==> src/lpfd_pkg.sv <==
package lpfd_pkg;

	localparam int BUF_DEPTH_DEF = 128;
	localparam int RUN_LIMIT     = 2;

	localparam logic [3:0] EV_HUNT     = 4'd0;
	localparam logic [3:0] EV_LEN      = 4'd1;
	localparam logic [3:0] EV_PAYLOAD  = 4'd2;
	localparam logic [3:0] EV_TRAIL1   = 4'd3;
	localparam logic [3:0] EV_GOOD     = 4'd4;
	localparam logic [3:0] EV_OVERFLOW = 4'd5;
	localparam logic [3:0] EV_LENDROP  = 4'd6;
	localparam logic [3:0] EV_DOUBLE   = 4'd7;
	localparam logic [3:0] EV_BADTRAIL = 4'd8;
	localparam logic [3:0] EV_RESYNC   = 4'd9;

	typedef struct packed {
		logic [3:0] event_res;
		logic [7:0] payload_byte;
		logic [6:0] byte_index;
		logic [7:0] frame_length;
	} res_t;

endpackage

==> src/lpfd_rx_if.sv <==
interface lpfd_rx_if;
	logic       valid;
	logic       ready;
	logic [7:0] rx_byte;

	modport source (output valid, output rx_byte, input ready);
	modport sink (input valid, input rx_byte, output ready);
endinterface

==> src/lpfd_cfg_if.sv <==
interface lpfd_cfg_if;
	logic       valid;
	logic       ready;
	logic [7:0] delimiter_byte;

	modport source (output valid, output delimiter_byte, input ready);
	modport sink (input valid, input delimiter_byte, output ready);
endinterface

==> src/lpfd_res_if.sv <==
interface lpfd_res_if;
	logic       valid;
	logic       ready;
	logic [3:0] event_res;
	logic [7:0] payload_byte;
	logic [6:0] byte_index;
	logic [7:0] frame_length;

	modport source (output valid, output event_res, output payload_byte,
		output byte_index, output frame_length, input ready);
	modport sink (input valid, input event_res, input payload_byte,
		input byte_index, input frame_length, output ready);
endinterface

==> src/lpfd_fsm.sv <==
module lpfd_fsm #(
	parameter int BUF_DEPTH = lpfd_pkg::BUF_DEPTH_DEF
) (
	input  logic              clk,
	input  logic              arst_n,
	input  logic              step,
	input  logic [7:0]        rx_byte,
	input  logic [7:0]        delim,
	output lpfd_pkg::res_t    res
);

	localparam int OFFS_W = $clog2(BUF_DEPTH + 1);

	localparam logic [2:0] M_LEN    = 3'd0;
	localparam logic [2:0] M_BODY   = 3'd1;
	localparam logic [2:0] M_TRAIL2 = 3'd2;
	localparam logic [2:0] M_SKIP   = 3'd3;
	localparam logic [2:0] M_HUNT   = 3'd4;

	logic [2:0]        mode_q, mode_n;
	logic [7:0]        len_q, len_n;
	logic [OFFS_W-1:0] fill_q, fill_n;
	logic [1:0]        run_q, run_n, run_inc;
	logic              tfm_q, tfm_n;
	logic              is_delim;

	assign is_delim = (rx_byte == delim);
	assign run_inc  = run_q + 2'd1;

	always_comb begin
		mode_n = mode_q;
		len_n  = len_q;
		fill_n = fill_q;
		run_n  = run_q;
		tfm_n  = tfm_q;
		res    = '0;
		res.event_res = lpfd_pkg::EV_HUNT;
		unique case (mode_q)
			M_SKIP: begin
				mode_n = M_HUNT;
			end
			M_HUNT: begin
				if (is_delim) begin
					if (run_inc >= 2'(lpfd_pkg::RUN_LIMIT)) begin
						mode_n = M_LEN;
						fill_n = '0;
						run_n  = '0;
						tfm_n  = 1'b0;
						res.event_res = lpfd_pkg::EV_RESYNC;
					end else begin
						run_n = run_inc;
					end
				end else begin
					run_n = '0;
				end
			end
			M_TRAIL2: begin
				fill_n = '0;
				run_n  = '0;
				tfm_n  = 1'b0;
				if (tfm_q && is_delim) begin
					mode_n = M_LEN;
					res.event_res    = lpfd_pkg::EV_GOOD;
					res.frame_length = len_q;
				end else begin
					mode_n = M_SKIP;
					res.event_res = lpfd_pkg::EV_BADTRAIL;
				end
			end
			default: begin
				// length byte, payload and first trailer byte
				if (fill_q >= OFFS_W'(BUF_DEPTH)) begin
					mode_n = M_SKIP;
					fill_n = '0;
					run_n  = '0;
					tfm_n  = 1'b0;
					res.event_res = lpfd_pkg::EV_OVERFLOW;
				end else if (mode_q != M_BODY) begin
					len_n  = rx_byte;
					mode_n = M_BODY;
					res.event_res    = lpfd_pkg::EV_LEN;
					res.frame_length = rx_byte;
				end else if ({1'b0, len_q} > 9'(BUF_DEPTH)) begin
					mode_n = M_SKIP;
					fill_n = '0;
					run_n  = '0;
					tfm_n  = 1'b0;
					res.event_res = lpfd_pkg::EV_LENDROP;
				end else if (8'(fill_q) < len_q) begin
					if (is_delim && run_inc >= 2'(lpfd_pkg::RUN_LIMIT)) begin
						mode_n = M_LEN;
						fill_n = '0;
						run_n  = '0;
						tfm_n  = 1'b0;
						res.event_res = lpfd_pkg::EV_DOUBLE;
					end else begin
						run_n  = is_delim ? run_inc : 2'd0;
						fill_n = fill_q + OFFS_W'(1);
						res.event_res    = lpfd_pkg::EV_PAYLOAD;
						res.payload_byte = rx_byte;
						res.byte_index   = 7'(fill_q);
					end
				end else begin
					tfm_n  = is_delim;
					mode_n = M_TRAIL2;
					res.event_res = lpfd_pkg::EV_TRAIL1;
				end
			end
		endcase
	end

	always_ff @(posedge clk or negedge arst_n) begin
		if (!arst_n) begin
			mode_q <= M_LEN;
			len_q  <= '0;
			fill_q <= '0;
			run_q  <= '0;
			tfm_q  <= 1'b0;
		end else if (step) begin
			mode_q <= mode_n;
			len_q  <= len_n;
			fill_q <= fill_n;
			run_q  <= run_n;
			tfm_q  <= tfm_n;
		end
	end

	a_fill_bound: assert property (@(posedge clk) disable iff (!arst_n)
		fill_q <= OFFS_W'(BUF_DEPTH))
		else $error("fill offset beyond buffer depth");

	a_run_bound: assert property (@(posedge clk) disable iff (!arst_n)
		run_q < 2'(lpfd_pkg::RUN_LIMIT))
		else $error("delimiter run reached limit without restart");

	a_idle_clear: assert property (@(posedge clk) disable iff (!arst_n)
		(mode_q == M_LEN || mode_q == M_SKIP) |-> (fill_q == '0 && !tfm_q))
		else $error("offset or trailer match left set outside a frame");

	a_skip_once: assert property (@(posedge clk) disable iff (!arst_n)
		(step && mode_q == M_SKIP) |=> (mode_q == M_HUNT))
		else $error("skip did not move to hunt");

endmodule

==> src/length_prefixed_frame_deframer.sv <==
// Length-prefixed frame deframer with a two-byte delimiter trailer.
// rx: received bytes, one transaction per byte (valid/ready).
// res: one transaction per received byte carrying the event code, payload byte
//   with its frame index, and the declared frame length.
// cfg: write-only channel for the delimiter byte; always ready. Write it only
//   while no byte is in flight.
// A byte accepted on rx is held in the input register, then decoded into the
// result register, from which it is offered on res.
// Throughput: one byte per cycle while res does not stall; the frame state
// machine decides each byte combinationally between input and result registers.
// When res stalls, the result register holds, the input register still takes
// one more byte, and rx.ready drops until res moves again.
// Reset: frame state returns to waiting for a length byte, delimiter is 0,
// both pipeline registers are empty.
module length_prefixed_frame_deframer #(
	parameter int BUF_DEPTH = lpfd_pkg::BUF_DEPTH_DEF
) (
	input  logic       clk,
	input  logic       arst_n,
	lpfd_rx_if.sink    rx,
	lpfd_cfg_if.sink   cfg,
	lpfd_res_if.source res
);

	logic           valid_s1;
	logic [7:0]     byte_s1;
	logic           out_valid_q;
	lpfd_pkg::res_t out_q;
	lpfd_pkg::res_t step_res;
	logic [7:0]     delim_q;
	logic           advance;

	assign advance  = valid_s1 && (!out_valid_q || res.ready);
	assign rx.ready = !valid_s1 || advance;
	assign cfg.ready = 1'b1;

	always_ff @(posedge clk or negedge arst_n) begin
		if (!arst_n) begin
			delim_q <= '0;
		end else if (cfg.valid) begin
			delim_q <= cfg.delimiter_byte;
		end
	end

	always_ff @(posedge clk or negedge arst_n) begin
		if (!arst_n) begin
			valid_s1 <= 1'b0;
		end else if (rx.ready) begin
			valid_s1 <= rx.valid;
		end
	end

	always_ff @(posedge clk) begin
		if (rx.ready && rx.valid) begin
			byte_s1 <= rx.rx_byte;
		end
	end

	lpfd_fsm #(
		.BUF_DEPTH(BUF_DEPTH)
	) u_fsm (
		.clk     (clk),
		.arst_n  (arst_n),
		.step    (advance),
		.rx_byte (byte_s1),
		.delim   (delim_q),
		.res     (step_res)
	);

	always_ff @(posedge clk or negedge arst_n) begin
		if (!arst_n) begin
			out_valid_q <= 1'b0;
		end else if (advance) begin
			out_valid_q <= 1'b1;
		end else if (res.ready) begin
			out_valid_q <= 1'b0;
		end
	end

	always_ff @(posedge clk) begin
		if (advance) begin
			out_q <= step_res;
		end
	end

	assign res.valid        = out_valid_q;
	assign res.event_res    = out_q.event_res;
	assign res.payload_byte = out_q.payload_byte;
	assign res.byte_index   = out_q.byte_index;
	assign res.frame_length = out_q.frame_length;

endmodule
==> src/flat_wrapper.sv <==
// flat-port wrapper written by rule: the top's interface ports become plain ports
module length_prefixed_frame_deframer_flat 
#(
	parameter int BUF_DEPTH = lpfd_pkg::BUF_DEPTH_DEF
)
  (clk, arst_n, rx_valid, rx_rx_byte, rx_ready, cfg_valid, cfg_delimiter_byte, cfg_ready, res_valid, res_event_res, res_payload_byte, res_byte_index, res_frame_length, res_ready);
  lpfd_rx_if rx_i ();
  lpfd_cfg_if cfg_i ();
  lpfd_res_if res_i ();
  input  logic clk;
  input  logic arst_n;
  input wire logic [$bits(rx_i.valid)-1:0] rx_valid;
  input wire logic [$bits(rx_i.rx_byte)-1:0] rx_rx_byte;
  output wire logic [$bits(rx_i.ready)-1:0] rx_ready;
  input wire logic [$bits(cfg_i.valid)-1:0] cfg_valid;
  input wire logic [$bits(cfg_i.delimiter_byte)-1:0] cfg_delimiter_byte;
  output wire logic [$bits(cfg_i.ready)-1:0] cfg_ready;
  output wire logic [$bits(res_i.valid)-1:0] res_valid;
  output wire logic [$bits(res_i.event_res)-1:0] res_event_res;
  output wire logic [$bits(res_i.payload_byte)-1:0] res_payload_byte;
  output wire logic [$bits(res_i.byte_index)-1:0] res_byte_index;
  output wire logic [$bits(res_i.frame_length)-1:0] res_frame_length;
  input wire logic [$bits(res_i.ready)-1:0] res_ready;
  assign rx_i.valid = rx_valid;
  assign rx_i.rx_byte = rx_rx_byte;
  assign rx_ready = rx_i.ready;
  assign cfg_i.valid = cfg_valid;
  assign cfg_i.delimiter_byte = cfg_delimiter_byte;
  assign cfg_ready = cfg_i.ready;
  assign res_valid = res_i.valid;
  assign res_event_res = res_i.event_res;
  assign res_payload_byte = res_i.payload_byte;
  assign res_byte_index = res_i.byte_index;
  assign res_frame_length = res_i.frame_length;
  assign res_i.ready = res_ready;
  length_prefixed_frame_deframer #(.BUF_DEPTH(BUF_DEPTH)) u_core (.clk(clk), .arst_n(arst_n), .rx(rx_i), .cfg(cfg_i), .res(res_i));
endmodule
==> config.mk <==
export PLATFORM = sky130hd
export DESIGN_NAME = length_prefixed_frame_deframer_flat
export DESIGN_NICKNAME = d
export VERILOG_FILES = /design/src/lpfd_pkg.sv /design/src/lpfd_rx_if.sv /design/src/lpfd_cfg_if.sv /design/src/lpfd_res_if.sv /design/src/lpfd_fsm.sv /design/src/length_prefixed_frame_deframer.sv /design/src/flat_wrapper.sv
export SDC_FILE = /design/constraint.sdc
export NUM_CORES = 1
export LEC_CHECK = 0
export ABC_CLOCK_PERIOD_IN_PS = 2600
export BUFFER_PORTS_ARGS = -buffer_cell sky130_fd_sc_hd__buf_2
export CAP_MARGIN = 20
export CORE_UTILIZATION = 25
export DETAILED_ROUTE_END_ITERATION = 6
export GPL_TIMING_DRIVEN = 0
export HOLD_SLACK_MARGIN = 0.02
export PLACE_DENSITY = 0.43
export SETUP_SLACK_MARGIN = 0.05
export SKIP_CTS_REPAIR_TIMING = 1
export SYNTH_ARGS = -nofsm -noshare
export SYNTH_HDL_FRONTEND = slang
export SYNTH_SLANG_ARGS = --single-unit
export TNS_END_PERCENT = 5
==> constraint.sdc <==
create_clock -name clk -period 2.6 [get_ports clk]
set_input_delay 0.52 -clock clk [delete_from_list [all_inputs] [get_ports clk]]
set_output_delay 0.52 -clock clk [all_outputs]
set_load 0.005 [all_outputs]
==> results.toml, run 1 <==
[synthesis]
postSynth.asyncResetShare_pct = 47.76
synth_top_area_cell = "edfxtp_1"
synth_ff_type = "edfxtp_1"
syn-mean-instance-area_um2 = 12.06
yosysMostFrequentCell = "edfxtp_1"
synth_cell_types = 55
ys_seq_area_share_pct = 57.74
synth_edf_count = 35
ys_top_cells_by_count = "35 x edfxtp_1, 32 x dfrtp_1, 22 x o21ai_0, 20 x nand2_1, 18 x and2_1"
synth_area_mm2 = 0.003207
synth_warnings = 0
ys_ff_latch = 67
synth_top_cell_area_share_pct = 32.77
synth_nets = 297
postSynthCellCount = 266
synth_area_leaders = "edfxtp_1 33%, dfrtp_1 25%, ha_1 3.9%, and2_1 3.5%, o21ai_0 3.4%"

[power_and_ir_drop]
vdd_ir_drop_max_mv = 0.2420
p_leak_nw = 1.595
p_per_area_mw_per_mm2 = 1011
clockPowerShare_pct = 28.3
internal-power_mw = 2.673
p_seq_share_pct = 39.3
pwr-share-comb_pct = 32.4
p_sw_mw = 1.385
switching_share_pct = 34.13

[final_layout]
diodes = 0
fin_nets = 360
drive_above_1_share_pct = 30.33
stdcell_count = 505
fillers = 1319
final_area_mm2 = 0.004014
area_growth_pct = 25.17
post-route-util_pct = 31.94

[detailed_routing]
wl_per_cell_um = 14.97
drtPass1Iterations = 6
antenna_left = 0
routed_wirelength_um = 7561
num_vias = 2236
drc = 2
via_per_inst = 4.428
drtIter0Drc = 94

[worst_setup_path]
cp_max_fo = 10
ff2ff_path_depth = 8
path_cells = "inv_1, ha_1, a2111o_1, a31oi_4, nand2_2, nor4_4, buf_4, and2_1"
cp-start-kind = "flop"
end_kind = "flop"
worstPathArrival_ns = 2.62
worst_path_max_delay_cell = "dfrtp_1"
cp_data_required_time_ns = 2.81
worst-setup-path-type = "reg2reg"
slowest_delay_ns = 0.41

[place]
gp_congestion = 0.7757
dp_hpwl_um = 5427
io_buffers = 48
dpl-instance-area_mm2 = 0.003682
dp_cells = 487

[timing]
fmax_mhz = 414.7
fin_crit_sh_pct = 92.75
min_period_ns = 2.411
fin_skew_ns = 0.008034
timing.slew.headroom_pct = 46.83
final_hold_viol_count = 0
tightest_slew_ns = 0.7976
rsz0062_at_grt = "true"
fin_hold_ws_ns = 0.2642
setup_viol = 0
finalMaxSlewViolations = 0

[cts]
insertion_delay_ns = 0.34
clk_pin_slew_ns = 0.06
cts_buffers = 9
cts-root-buf = "clkbuf_16"
htree_num_levels = 3
cts_tree = "built"
cts.sinks = 67
cts_buffer_depth = 2

[floorplanning]
start_util_pct = 25.52
ioPinCount = 51
die-area_mm2 = 0.01328
core.rowCount = 41
core_area_mm2 = 0.01257
die_w_um = 115.3
fp.dieH_um = 115.3

[grt]
track_usage_pct = 12.82
grt_pass1_vias = 2316
grt_pass1_wl_um = 12390
grt_overflow = 0
grt_max_degree = 33
antenna_found_initial = 0

[min_path]
hp-class = "in2async"

[status]
violations = "DRC"
status = "complete, but fails checks"

[job]
maxCapViolCount = 0
[path summary, 6_finish.rpt]
kind                                                         from                                        to  slack [ns]
max in group asynchronous                                  arst_n        u_core.u_fsm.fill_q[7]$_DFFE_PN0P_        1.77
worst max-delay path            u_core.u_fsm.len_q[1]$_DFFE_PN0P_  u_core.res.payload_byte[6]$_SDFFCE_PP0P_        0.19
worst min-delay path                                       arst_n             u_core.delim_q[4]$_DFFE_PN0P_        0.26
min in group clk                                    rx_rx_byte[3]               u_core.byte_s1[3]$_DFFE_PP_        0.36
worst max register to register  u_core.u_fsm.len_q[1]$_DFFE_PN0P_  u_core.res.payload_byte[6]$_SDFFCE_PP0P_        0.19
worst min register to register        u_core.valid_s1$_DFFE_PN0N_              u_core.res.valid$_DFFE_PN0P_        0.50
[power by group through the flow]
stage / combinational [mW] / clock [mW] / sequential, mW
2_1_floorplan: 0.888 / 0 / 1.55
5_1_grt: 1.48 / 1.23 / 1.63
3_3_place_gp: 1.23 / 0 / 1.61
3_5_place_dp: 1.24 / 0 / 1.61
6_report: 1.31 / 1.15 / 1.59
4_1_cts: 1.26 / 1.18 / 1.59
[routing by layer]
metal	share of wire [%]	GRT usage, %	vias to the layer above	routed length [µm]
met4	2.1	6.147	0	161
met5	0	0	-	0
met3	4.0	3.532	12	305
met2	45	19.84	51	3429
met1	48	16.58	1074	3665
li1	-	-	1099	-
[critical path: cells and delay by family (launching register included)]
kind / cells / cell delay (ns)
and+or+nand+nor: 3 / 0.59
DFF: 1 / 0.41
buffers and inverters: 2 / 0.31
AOI/OAI and AO/OA: 2 / 0.67
adders and majority gates: 1 / 0.30
[layout by cell type (no fill, tap or decap), drive strengths merged, types with 2 or more instances in the layout]
master	netlist	routed
buf	4	57
edfxtp	35	35
dfrtp	32	32
o21ai	23	23
nand2	20	20
and2	19	19
clkbuf	5	15
inv	14	14
a22o	11	11
ha	10	10
nand2b	9	9
mux2	9	9
nor3	9	9
xnor2	8	8
a21oi	8	8
nor2	6	6
a211oi	4	4
nand4	3	3
nor2b	3	3
or3	3	3
or2	3	3
or4	3	3
nand3	3	3
clkinv	0	3
o21a	2	2
nand3b	2	2
a32o	2	2
o22ai	2	2
a31oi	2	2
[cell families after synthesis]
group	share of synthesized area, %
and+or+nand+nor	15.61
buffers and inverters	3.160
muxes	3.160
AOI/OAI and AO/OA	14.12
DFF	57.74
xor gates and xnor gates	2.185
adders and majority gates	3.902
other	0.1169
[cell type report]
class	instances	area (µm²)	share of cell area, %
buffer	9	51.30	1.278
clock buffer	11	254.0	6.328
clock inverter	4	26.28	0.6546
inverter	14	52.55	1.309
multi-input combinational	176	1277	31.83
sequential	67	1854	46.20
tap	172	215.2	5.362
timing repair buffer	52	282.8	7.045
[flip-flops by register name (all words and copies together), names as in the netlist]
name	count
u_core.byte_s1	8
u_core.u_fsm.run_q	2
u_core.delim_q	8
u_core.u_fsm.fill_q	8
u_core.valid_s1	1
u_core.u_fsm.mode_q	3
u_core.res.frame_length	8
u_core.u_fsm.tfm_q	1
u_core.res.byte_index	7
u_core.res.payload_byte	8
u_core.res.event_res	4
u_core.res.valid	1
u_core.u_fsm.len_q	8
[through the flow]
stage / TNS [ns] / power [mW] / worst slack [ns]
6_report: 0 / 4.057 / 0.1885
5_1_grt: 0 / 4.342 / 0.04849
4_1_cts: -1.556 / 4.029 / -0.1682
3_5_place_dp: -1.257 / 2.857 / -0.1371
3_3_place_gp: -3.562 / 2.841 / -0.2951
2_1_floorplan: 0 / 2.442 / 0.4019
Note: power is estimated with default switching activity, not from simulation.
==> run 2, diff against run 1 <==
MAX_ROUTING_LAYER = met4   (was not set)
==> run 2 against run 1 <==
The flow still finishes with violations (DRC). Clock power about the same. Sequential cell count unchanged. Sequential share of layout area unchanged. Critical path type unchanged. Core utilization unchanged. Largest power group unchanged. Routed wire length increased by 0.40%.
==> results.toml, run 2 (synthesis gave the netlist of run 1 again) <==
[status]
status = "complete, but fails checks"
violations = "DRC"

[final_layout]
final_area_mm2 = 0.004014
post-route-util_pct = 31.94
diodes = 0
final_cell_mix = "50 x buf_2, 35 x edfxtp_1, 30 x dfrtp_1"
drive_above_1_share_pct = 30.33
area_growth_pct = 25.17
final_common_cell = "buf_2"
fin_nets = 360

[cts]
cts.sinks = 67
insertion_delay_ns = 0.34
htree_num_levels = 3
cts_buffer_depth = 2
cts_tree = "built"
cts-root-buf = "clkbuf_16"
clk_pin_slew_ns = 0.06
cts_buffers = 9

[worst_setup_path]
r2r-end = "u_core.res.payload_byte[6]$_SDFFCE_PP0P_"
ff2ff_path_depth = 8
cp_data_required_time_ns = 2.81
timing.rr.start = "u_core.u_fsm.len_q[1]$_DFFE_PN0P_"
crit_start = "u_core.u_fsm.len_q[1]$_DFFE_PN0P_"
cp_max_fo = 10
cp-start-kind = "flop"
end_kind = "flop"
r2r_setup_slack_ns = 0.20
worst-setup-path-type = "reg2reg"
worstPathArrival_ns = 2.61

[place]
dp_hpwl_um = 5427
place_ws_ns = -0.1371
gp_congestion = 0.7863
io_buffers = 48
dpl-instance-area_mm2 = 0.003682

[job]
maxCapViolCount = 0

[floorplanning]
die_w_um = 115.3
fp.dieH_um = 115.3
ioPinCount = 51
core.rowCount = 41
die-area_mm2 = 0.01328
core_area_mm2 = 0.01257
start_util_pct = 25.52

[power_and_ir_drop]
power.total_mw = 4.055
vdd_ir_drop_max_mv = 0.2415
p_per_area_mw_per_mm2 = 1010
p_leak_nw = 1.595

[timing]
timing.slew.headroom_pct = 46.57
fmax_mhz = 416.0
finalMaxSlewViolations = 0
min_period_ns = 2.404
setup_viol = 0
fin_hold_ws_ns = 0.2664
tightest_slew_ns = 0.8014
fin_crit_sh_pct = 92.45
rsz0062_at_grt = "true"
fin_skew_ns = 0.006758
final_hold_viol_count = 0
worst_slack_ns = 0.1962

[grt]
grt_pass1_wl_um = 12390
grt_pass1_vias = 2304
grt_max_degree = 33
grt_overflow = 0
antenna_found_initial = 0
track_usage_pct = 13.25

[detailed_routing]
wl_per_cell_um = 15.03
drc = 2
drtPass1Iterations = 6
drtIter0Drc = 108
antenna_left = 0
num_vias = 2241
routed_wirelength_um = 7591
via_per_inst = 4.438

[min_path]
hp-class = "in2async"
## run 2: worst max-delay path by stage
stage | to | cells after the start
2_1_floorplan | u_core.u_fsm.len_q[0]$_DFFE_PN0P_ | 6
3_3_place_gp | u_core.u_fsm.len_q[0]$_DFFE_PN0P_ | 7
3_5_place_dp | u_core.res.payload_byte[6]$_SDFFCE_PP0P_ | 8
4_1_cts | u_core.res.byte_index[5]$_SDFFCE_PP0P_ | 8
5_1_grt | u_core.res.event_res[2]$_DFFE_PP_ | 7
6_report | u_core.res.payload_byte[6]$_SDFFCE_PP0P_ | 8
## run 2: power breakdown
| part | internal (mW) | switching, mW | leakage (nW) | total, mW |
|---|---|---|---|---|
| logic | 0.586 | 0.728 | 0.720 | 1.31 |
| clock network | 0.696 | 0.454 | 0.136 | 1.15 |
| registers | 1.39 | 0.201 | 0.739 | 1.59 |
| total | 2.67 | 1.38 | 1.60 | 4.06 |
## run 2: final cells by class
cell class,count,area [µm²]
clock buffer,11,254.0
timing repair buffer,52,282.8
inverter,14,52.55
sequential,67,1854
clock inverter,4,26.28
buffer,9,51.30
fill,1319,8554
multi-input combinational,176,1277
tap,172,215.2
## run 2: stage by stage
| stage | std cells | setup TNS, ns |
|---|---|---|
| floorplan | 266 | 0 |
| global placement | 486 | -3.562 |
| detailed placement | 487 | -1.257 |
| CTS | 502 | -1.556 |
| global route | 505 | 0 |
| finish | 505 | 0 |
## run 2: worst max-delay path, stage by stage (launching register included)
cell and delay, ns:
dfrtp_1 0.41, inv_1 0.08, ha_1 0.30, a2111o_1 0.41
a31oi_4 0.26, nand2_2 0.13, nor4_4 0.30, buf_4 0.23
and2_1 0.15
## run 2: per-layer routing
| metal | up-vias | track usage (%) | routed length (µm) |
|---|---|---|---|
| met5 | - | - | 0 |
| met4 | 0 | 6.407 | 138 |
| met3 | 13 | 3.374 | 324 |
| met2 | 52 | 19.84 | 3497 |
| met1 | 1085 | 16.65 | 3631 |
| li1 | 1091 | - | - |
